## config.mk

```make
export PLATFORM = sky130hd
export DESIGN_NAME = skt_seq
export DESIGN_NICKNAME = d
export VERILOG_FILES = /design/src/rtl/assert_macros.svh /design/src/rtl/skt_pkg.sv /design/src/rtl/skt_seq.sv
export SDC_FILE = /design/constraint.sdc
export NUM_CORES = 1
export LEC_CHECK = 0
export BUFFER_PORTS_ARGS = -buffer_cell sky130_fd_sc_hd__buf_2
export CAP_MARGIN = 20
export CORE_UTILIZATION = 32
export CTS_CLUSTER_SIZE = 12
export DETAILED_ROUTE_END_ITERATION = 8
export GPL_TIMING_DRIVEN = 0
export PLACE_DENSITY = 0.56
export RECOVER_POWER = 100
export SETUP_SLACK_MARGIN = 0.15
export SLEW_MARGIN = 20
export SYNTH_ARGS = -nofsm -noshare
export SYNTH_HDL_FRONTEND = slang
export SYNTH_SLANG_ARGS = --single-unit
```

## constraint.sdc

```tcl
create_clock -name clk -period 4.8 [get_ports clk]
set_input_delay 0.72 -clock clk [delete_from_list [all_inputs] [get_ports clk]]
set_output_delay 0.72 -clock clk [all_outputs]
set_load 0.02 [all_outputs]
```

## src/rtl/assert_macros.svh

```systemverilog
// Assertion helpers. Property checks are left out when SYNTHESIS is set.
`ifndef ASSERT_MACROS_SVH
`define ASSERT_MACROS_SVH

`ifndef SYNTHESIS

// Same-cycle implication, checked at each rising clock edge outside reset
`define SKT_ASSERT_IMP(name, clk, rst_n, pre, post) \
	name: assert property (@(posedge clk) disable iff (!(rst_n)) (pre) |-> (post)) \
		else $error("skt: implication check failed");

// Next-cycle implication
`define SKT_ASSERT_NXT(name, clk, rst_n, pre, post) \
	name: assert property (@(posedge clk) disable iff (!(rst_n)) (pre) |=> (post)) \
		else $error("skt: next-cycle check failed");

`else

`define SKT_ASSERT_IMP(name, clk, rst_n, pre, post)
`define SKT_ASSERT_NXT(name, clk, rst_n, pre, post)

`endif

`endif

```

## src/rtl/skt_pkg.sv

```systemverilog
package skt_pkg;

	localparam int TABLE_DEPTH = 256;
	localparam int ADDR_W = $clog2(TABLE_DEPTH);
	localparam int CNT_W = $clog2(TABLE_DEPTH + 1);

	localparam logic [1:0] FN_INSERT = 2'd0;
	localparam logic [1:0] FN_FIND = 2'd1;
	localparam logic [1:0] FN_CLEAR = 2'd2;

	typedef struct packed {
		logic [1:0] func;
		logic signed [31:0] key;
		logic signed [31:0] entry_index;
		logic [31:0] entry_tag;
	} req_t;

	typedef struct packed {
		logic hit;
		logic [CNT_W-1:0] slot;
		logic signed [31:0] found_index;
		logic [31:0] found_tag;
		logic status;
		logic [CNT_W-1:0] used;
	} rsp_t;

	typedef struct packed {
		logic signed [31:0] key;
		logic signed [31:0] index;
		logic [31:0] tag;
	} entry_t;

	localparam int ENTRY_W = $bits(entry_t);

	// Sequencer to RAM port
	typedef struct packed {
		logic we;
		logic [ADDR_W-1:0] waddr;
		entry_t wdata;
		logic re;
		logic [ADDR_W-1:0] raddr;
	} ram_cmd_t;

endpackage

```

## src/rtl/skt_seq.sv

```systemverilog
module skt_seq (
	input logic clk,
	input logic arst_n,
	input logic start,
	input skt_pkg::req_t req,
	output logic idle,
	input logic out_free,
	output logic done,
	output skt_pkg::rsp_t res,
	output skt_pkg::ram_cmd_t ram,
	input skt_pkg::entry_t rdata
);
	import skt_pkg::*;

	localparam logic [2:0] S_IDLE = 3'd0;
	localparam logic [2:0] S_PROBE = 3'd1;
	localparam logic [2:0] S_CMP = 3'd2;
	localparam logic [2:0] S_SHRD = 3'd3;
	localparam logic [2:0] S_SHWR = 3'd4;
	localparam logic [2:0] S_FIN = 3'd5;

	logic [2:0] st_q, st_d;
	logic [CNT_W-1:0] cnt_q, cnt_d;
	req_t req_q;
	logic [CNT_W-1:0] lo_q, hi_q, ptr_q, slot_q;
	logic [ADDR_W-1:0] mid_q;
	logic hit_q, status_q;
	logic signed [31:0] fidx_q;
	logic [31:0] ftag_q;
	logic [CNT_W:0] sum;
	logic [CNT_W-1:0] mid;
	logic key_lt, key_gt;

	// midpoint of the half-open interval; below hi, so it fits an address
	assign sum = {1'b0, lo_q} + {1'b0, hi_q};
	assign mid = sum[CNT_W:1];

	// the shared key comparators
	assign key_lt = $signed(rdata.key) < $signed(req_q.key);
	assign key_gt = $signed(rdata.key) > $signed(req_q.key);

	always_comb begin
		st_d = st_q;
		cnt_d = cnt_q;
		done = 1'b0;
		ram.we = 1'b0;
		ram.waddr = ptr_q[ADDR_W-1:0];
		ram.wdata = rdata;
		ram.re = 1'b0;
		ram.raddr = mid[ADDR_W-1:0];
		case (st_q)
			S_IDLE: begin
				if (start) begin
					case (req.func)
						FN_INSERT, FN_FIND: st_d = S_PROBE;
						FN_CLEAR: begin
							cnt_d = '0;
							st_d = S_FIN;
						end
						default: st_d = S_FIN;
					endcase
				end
			end
			S_PROBE: begin
				if (lo_q < hi_q) begin
					ram.re = 1'b1;
					st_d = S_CMP;
				end else if (req_q.func == FN_FIND) begin
					st_d = S_FIN;
				end else if (cnt_q == CNT_W'(TABLE_DEPTH)) begin
					st_d = S_FIN;
				end else begin
					st_d = S_SHRD;
				end
			end
			S_CMP: begin
				if (!key_lt && !key_gt && req_q.func == FN_FIND) begin
					st_d = S_FIN;
				end else begin
					st_d = S_PROBE;
				end
			end
			S_SHRD: begin
				if (ptr_q > lo_q) begin
					ram.re = 1'b1;
					ram.raddr = ADDR_W'(ptr_q - 1'b1);
					st_d = S_SHWR;
				end else begin
					ram.we = 1'b1;
					ram.waddr = lo_q[ADDR_W-1:0];
					ram.wdata = '{key: req_q.key, index: req_q.entry_index,
						tag: req_q.entry_tag};
					cnt_d = cnt_q + 1'b1;
					st_d = S_FIN;
				end
			end
			S_SHWR: begin
				ram.we = 1'b1;
				st_d = S_SHRD;
			end
			S_FIN: begin
				if (out_free) begin
					done = 1'b1;
					st_d = S_IDLE;
				end
			end
			default: st_d = S_IDLE;
		endcase
	end

	always_ff @(posedge clk or negedge arst_n) begin
		if (!arst_n) begin
			st_q <= S_IDLE;
			cnt_q <= '0;
		end else begin
			st_q <= st_d;
			cnt_q <= cnt_d;
		end
	end

	always_ff @(posedge clk) begin
		case (st_q)
			S_IDLE: begin
				if (start) begin
					req_q <= req;
					lo_q <= '0;
					hi_q <= cnt_q;
					hit_q <= 1'b0;
					slot_q <= '0;
					fidx_q <= '0;
					ftag_q <= '0;
					status_q <= 1'b0;
				end
			end
			S_PROBE: begin
				mid_q <= mid[ADDR_W-1:0];
				if (!(lo_q < hi_q)) begin
					slot_q <= lo_q;
					ptr_q <= cnt_q;
					if (req_q.func == FN_INSERT && cnt_q == CNT_W'(TABLE_DEPTH)) begin
						status_q <= 1'b1;
					end
				end
			end
			S_CMP: begin
				if (key_lt) begin
					lo_q <= CNT_W'(mid_q) + 1'b1;
				end else if (key_gt || req_q.func != FN_FIND) begin
					hi_q <= CNT_W'(mid_q);
				end else begin
					hit_q <= 1'b1;
					slot_q <= CNT_W'(mid_q);
					fidx_q <= rdata.index;
					ftag_q <= rdata.tag;
				end
			end
			S_SHWR: ptr_q <= ptr_q - 1'b1;
			default: ;
		endcase
	end

	assign idle = (st_q == S_IDLE);
	assign res = '{hit: hit_q, slot: slot_q, found_index: fidx_q, found_tag: ftag_q,
		status: status_q, used: cnt_q};
endmodule

```

==> summary.md <==
| Metric | Value |
|---|---|
| HPWL Detailed | about 27 mm |
| Largest net degree at the start of global routing | 54 |
| Routed WL | 34.8 mm |
| Power Density | 596 nW/um^2 |
| Area contributors post-synth | edfxtp_1, mux2_2, ha_1 |
| Number of synthesized register bits | 220 |
| CTS tree | yes |
| Seq/Total Area, Yosys | 0.603 |
| Max H-tree Level | 1 |
| Post-DR vias/cell | 4.84 |
| Clock tree sinks | 220 |
| Worst Hold Class | input pin to asynchronous set/reset pin |
| Post-synthesis mux area share | 0.0713 |
| Area occupied by multi-input gates | between 3000 and 4000 sq um |
| Vias | 8,619 |
| Core area | ~33,000 sq um |
| DRT Pass-1 Iters | 5 |
| Net Sw Frac | 0.420 |
| DRC violations left | 0 |
| Worst Setup End Kind | output pin |
| Starting Density | 0.325 |
| Placed cell area | about 13,000 sq um |
| WP data required | around 4.1 ns |
| M1 GR Usage | 0.243 |
| Worst-path maximum fanout | 10 |
| Worst-path clk slew | 0.06 ns |
| Num CTS Buffers | 26 |
| Syn. warnings | 0 |
| Synth async-reset ratio | 0.0545 |
| Final core occ | 0.418 |
| XOR/XNOR Fraction of Synth Area | 0.0153 |
| Post-route ant nets | 0 |
| Global-route wire length before repair | 50.5 mm |
| All-Layer GR Usage | 0.195 |
| Max Cap Viol | 0 |
| Final Max Tran Viols | 0 |
| Initial antenna violation count | 6 |
| Final Hold Fails | 0 |
| Hold-fix buffer count after cts | 0 |
| # rows | 67 |
| Post-Syn Area | between 10,000 and 15,000 sq um |
| Fmax | 221 MHz |
| Clk Tree Root Cell | clkbuf_16 |
| Synth Instances | ~890 |
| Met2 usage | 0.338 |
| Primary FF master, synth | edfxtp_1 |
| Post-cts resize count | 2 |
| Post-CTS setup buffers | 0 |
| Startpoint Class | register |
| Pleak | 0.00585 uW |
| Post-synth top area share | 0.575 |
| Max Buffers Root-to-Sink | 3 |
| Number of diodes | 0 |
| Compound-cell area share of the yosys netlist | 0.0744 |
| Worst slew margin | 0.00427 |
| Crit path time final | 4.53 ns |
| Reg power frac | 0.363 |
| Die X-Extent | 186 microns |
| IO Port Bufs | 397 |
| Syn Area/Cell | about 12 sq um |
| Placed cells | 1,737 |
| Drt wl/cell | 19.5 microns |
| Setup TNS | 0 ns |
| Die Span Y | 186 microns |
| Gate power share | 0.416 |
| Final Power | 8330 uW |
| Synth Area in Adders | 0.0710 |
| Count of different cell masters after synthesis | 51 |
| # nets final | 1,576 |
| Simple-gate share of the synthesized area | 0.125 |
| Final setup vio count | 0 |
| GR Layer Usage met3 | 0.0436 |
| Critical path class | register to output pin |
| DR iter-0 viols | 478 |
| Synthesized Nets | 1,148 |
| Fin cells | around 1,800 |
| Synth top cells by count | edfxtp_1, nand2_1, inv_1 |
| Final non-filler cell area | 14,000 sq um |
| Vias in the first global route | 8,530 |
| GPL Wtd Cong | between 0.8 and 0.9 |
| Worst-Margin Slew | between 1 and 1.5 ns |
| Ratio of cells with drive above 1 in the final layout | 0.238 |
| Post-synth EDFFs | about 210 |
| Boundary Pins | 398 |
| Internal power | 4830 uW |
| RSZ-0062 raised after global routing | no |
| Layout fillers | 3,335 |
| Skew-Pair Late Insertion Delay | 0.54 ns |
| GRT busiest layer | met2 |
| Sw Pwr | 3500 uW |
| Most frequent cell after synthesis | edfxtp_1 |
| Register Area | 6550 sq um |
| Clock network fraction of total power | 0.221 |
| Cell taking the most area after synthesis | edfxtp_1 |
| Syn-to-layout area delta | 28.7% |
| Final worst-path cycle share | 0.944 |
| Die area | 34,700 sq um |
| Status | finished, final reports clean |
| Congestion Overflow GR | 0 |
| Largest family of logic cells by synthesized area | simple AND/OR/NAND/NOR gates |
| VDD IR max | 374 uV |
| CP Data Arrival Time | between 3 and 4 ns |
| Worst Skew | 0.0184 ns |
## per-layer routing
| metal | up-vias | part of all wire |
|---|---|---|
| met4 | 12 | 0.025 |
| met2 | 287 | 0.51 |
| li1 | 4100 | - |
| met5 | - | 0.0020 |
| met3 | 64 | 0.064 |
| met1 | 4156 | 0.40 |
## metrics by stage
step / worst slack, ns / hold WS, ns
floorplan: 0.474 / 0.424
global placement: -0.898 / 0.588
detailed placement: 0.501 / 0.588
CTS: 0.136 / 0.0654
global route: 0.0927 / 0.256
finish: 0.270 / 0.221
## critical path, stage by stage (launching register included)
cell and delay (ns):
edfxtp_1 0.45, inv_1 0.10, ha_1 0.31, a21o_1 0.16, a21o_1 0.17, a211o_1 0.32
a221oi_4 0.43, o21ai_4 0.19, buf_2 0.26, clkbuf_2 0.28, mux2_2 0.28, clkbuf_1 0.31
## final timing paths
path                                  startpoint                        to  slack [ns]  depth (start not counted)
max                        lo_q[4]$_SDFFCE_PN0P_                   ram[55]        0.27                         11
min                                       arst_n      cnt_q[4]$_DFFE_PN0P_        0.22                          1
max reg2reg                  req_q[95]$_DFFE_PP_  ftag_q[11]$_SDFFCE_PN0P_        0.82                         10
min reg2reg                 cnt_q[8]$_DFFE_PN0P_      cnt_q[8]$_DFFE_PN0P_        0.60                          1
max in group asynchronous                 arst_n       st_q[0]$_DFFE_PN0P_        4.13                          1
min in group clk                         req[47]       req_q[47]$_DFFE_PP_        0.35                          1
## layout by cell type (no fill, tap or decap), types with 7 or more instances in the layout
| cell type | count |
|---|---|
| clkbuf_1 | 235 |
| edfxtp_1 | 208 |
| buf_2 | 207 |
| nand2_1 | 114 |
| inv_1 | 69 |
| and3_1 | 69 |
| o21ai_0 | 64 |
| mux2_2 | 61 |
| ha_1 | 60 |
| clkbuf_16 | 26 |
| a21oi_1 | 24 |
| nor2_1 | 23 |
| nand3_1 | 16 |
| xnor2_1 | 12 |
| dfrtp_1 | 12 |
| nor3_1 | 11 |
| nand4_1 | 11 |
| xor2_1 | 7 |
| o21a_1 | 7 |
## cell type report
| cell class | instances | area share |
|---|---|---|
| multi-input combinational | 554 | 0.278 |
| buffer | 45 | 0.0131 |
| timing repair buffer | 400 | 0.126 |
| inverter | 70 | 0.0192 |
| sequential | 220 | 0.468 |
| clock inverter | 12 | 0.00707 |
| clock buffer | 33 | 0.0484 |
| tap | 448 | 0.0401 |
## sequential cells by signal, indices dropped and copies added, names as in the netlist
register	cells
fidx_q	32
ftag_q	32
slot_q	9
req_q	98
hit_q	1
status_q	1
lo_q	9
mid_q	8
hi_q	9
cnt_q	9
ptr_q	9
st_q	3
## logic make-up (layout without fill, tap and decap cells)
logic type / after synthesis / count (layout)
adder cells (fa/ha/maj): 61 / 61
buffers and inverters: 115 / 560
flip-flops: 220 / 220
XOR/XNOR: 19 / 19
AO/OA/AOI/OAI: 132 / 132
multiplexers: 69 / 69
AND/OR/NAND/NOR: 273 / 273
## power groups by stage
stage          sequential (uW)  clock, uW  combinational [uW]
2_1_floorplan             3170          0                2120
3_3_place_gp              3080          0                3570
3_5_place_dp              3040          0                3650
4_1_cts                   3010       1890                3660
5_1_grt                   3070       1950                3810
6_report                  3020       1840                3470
No activity file was read; power rests on OpenSTA's default activity.
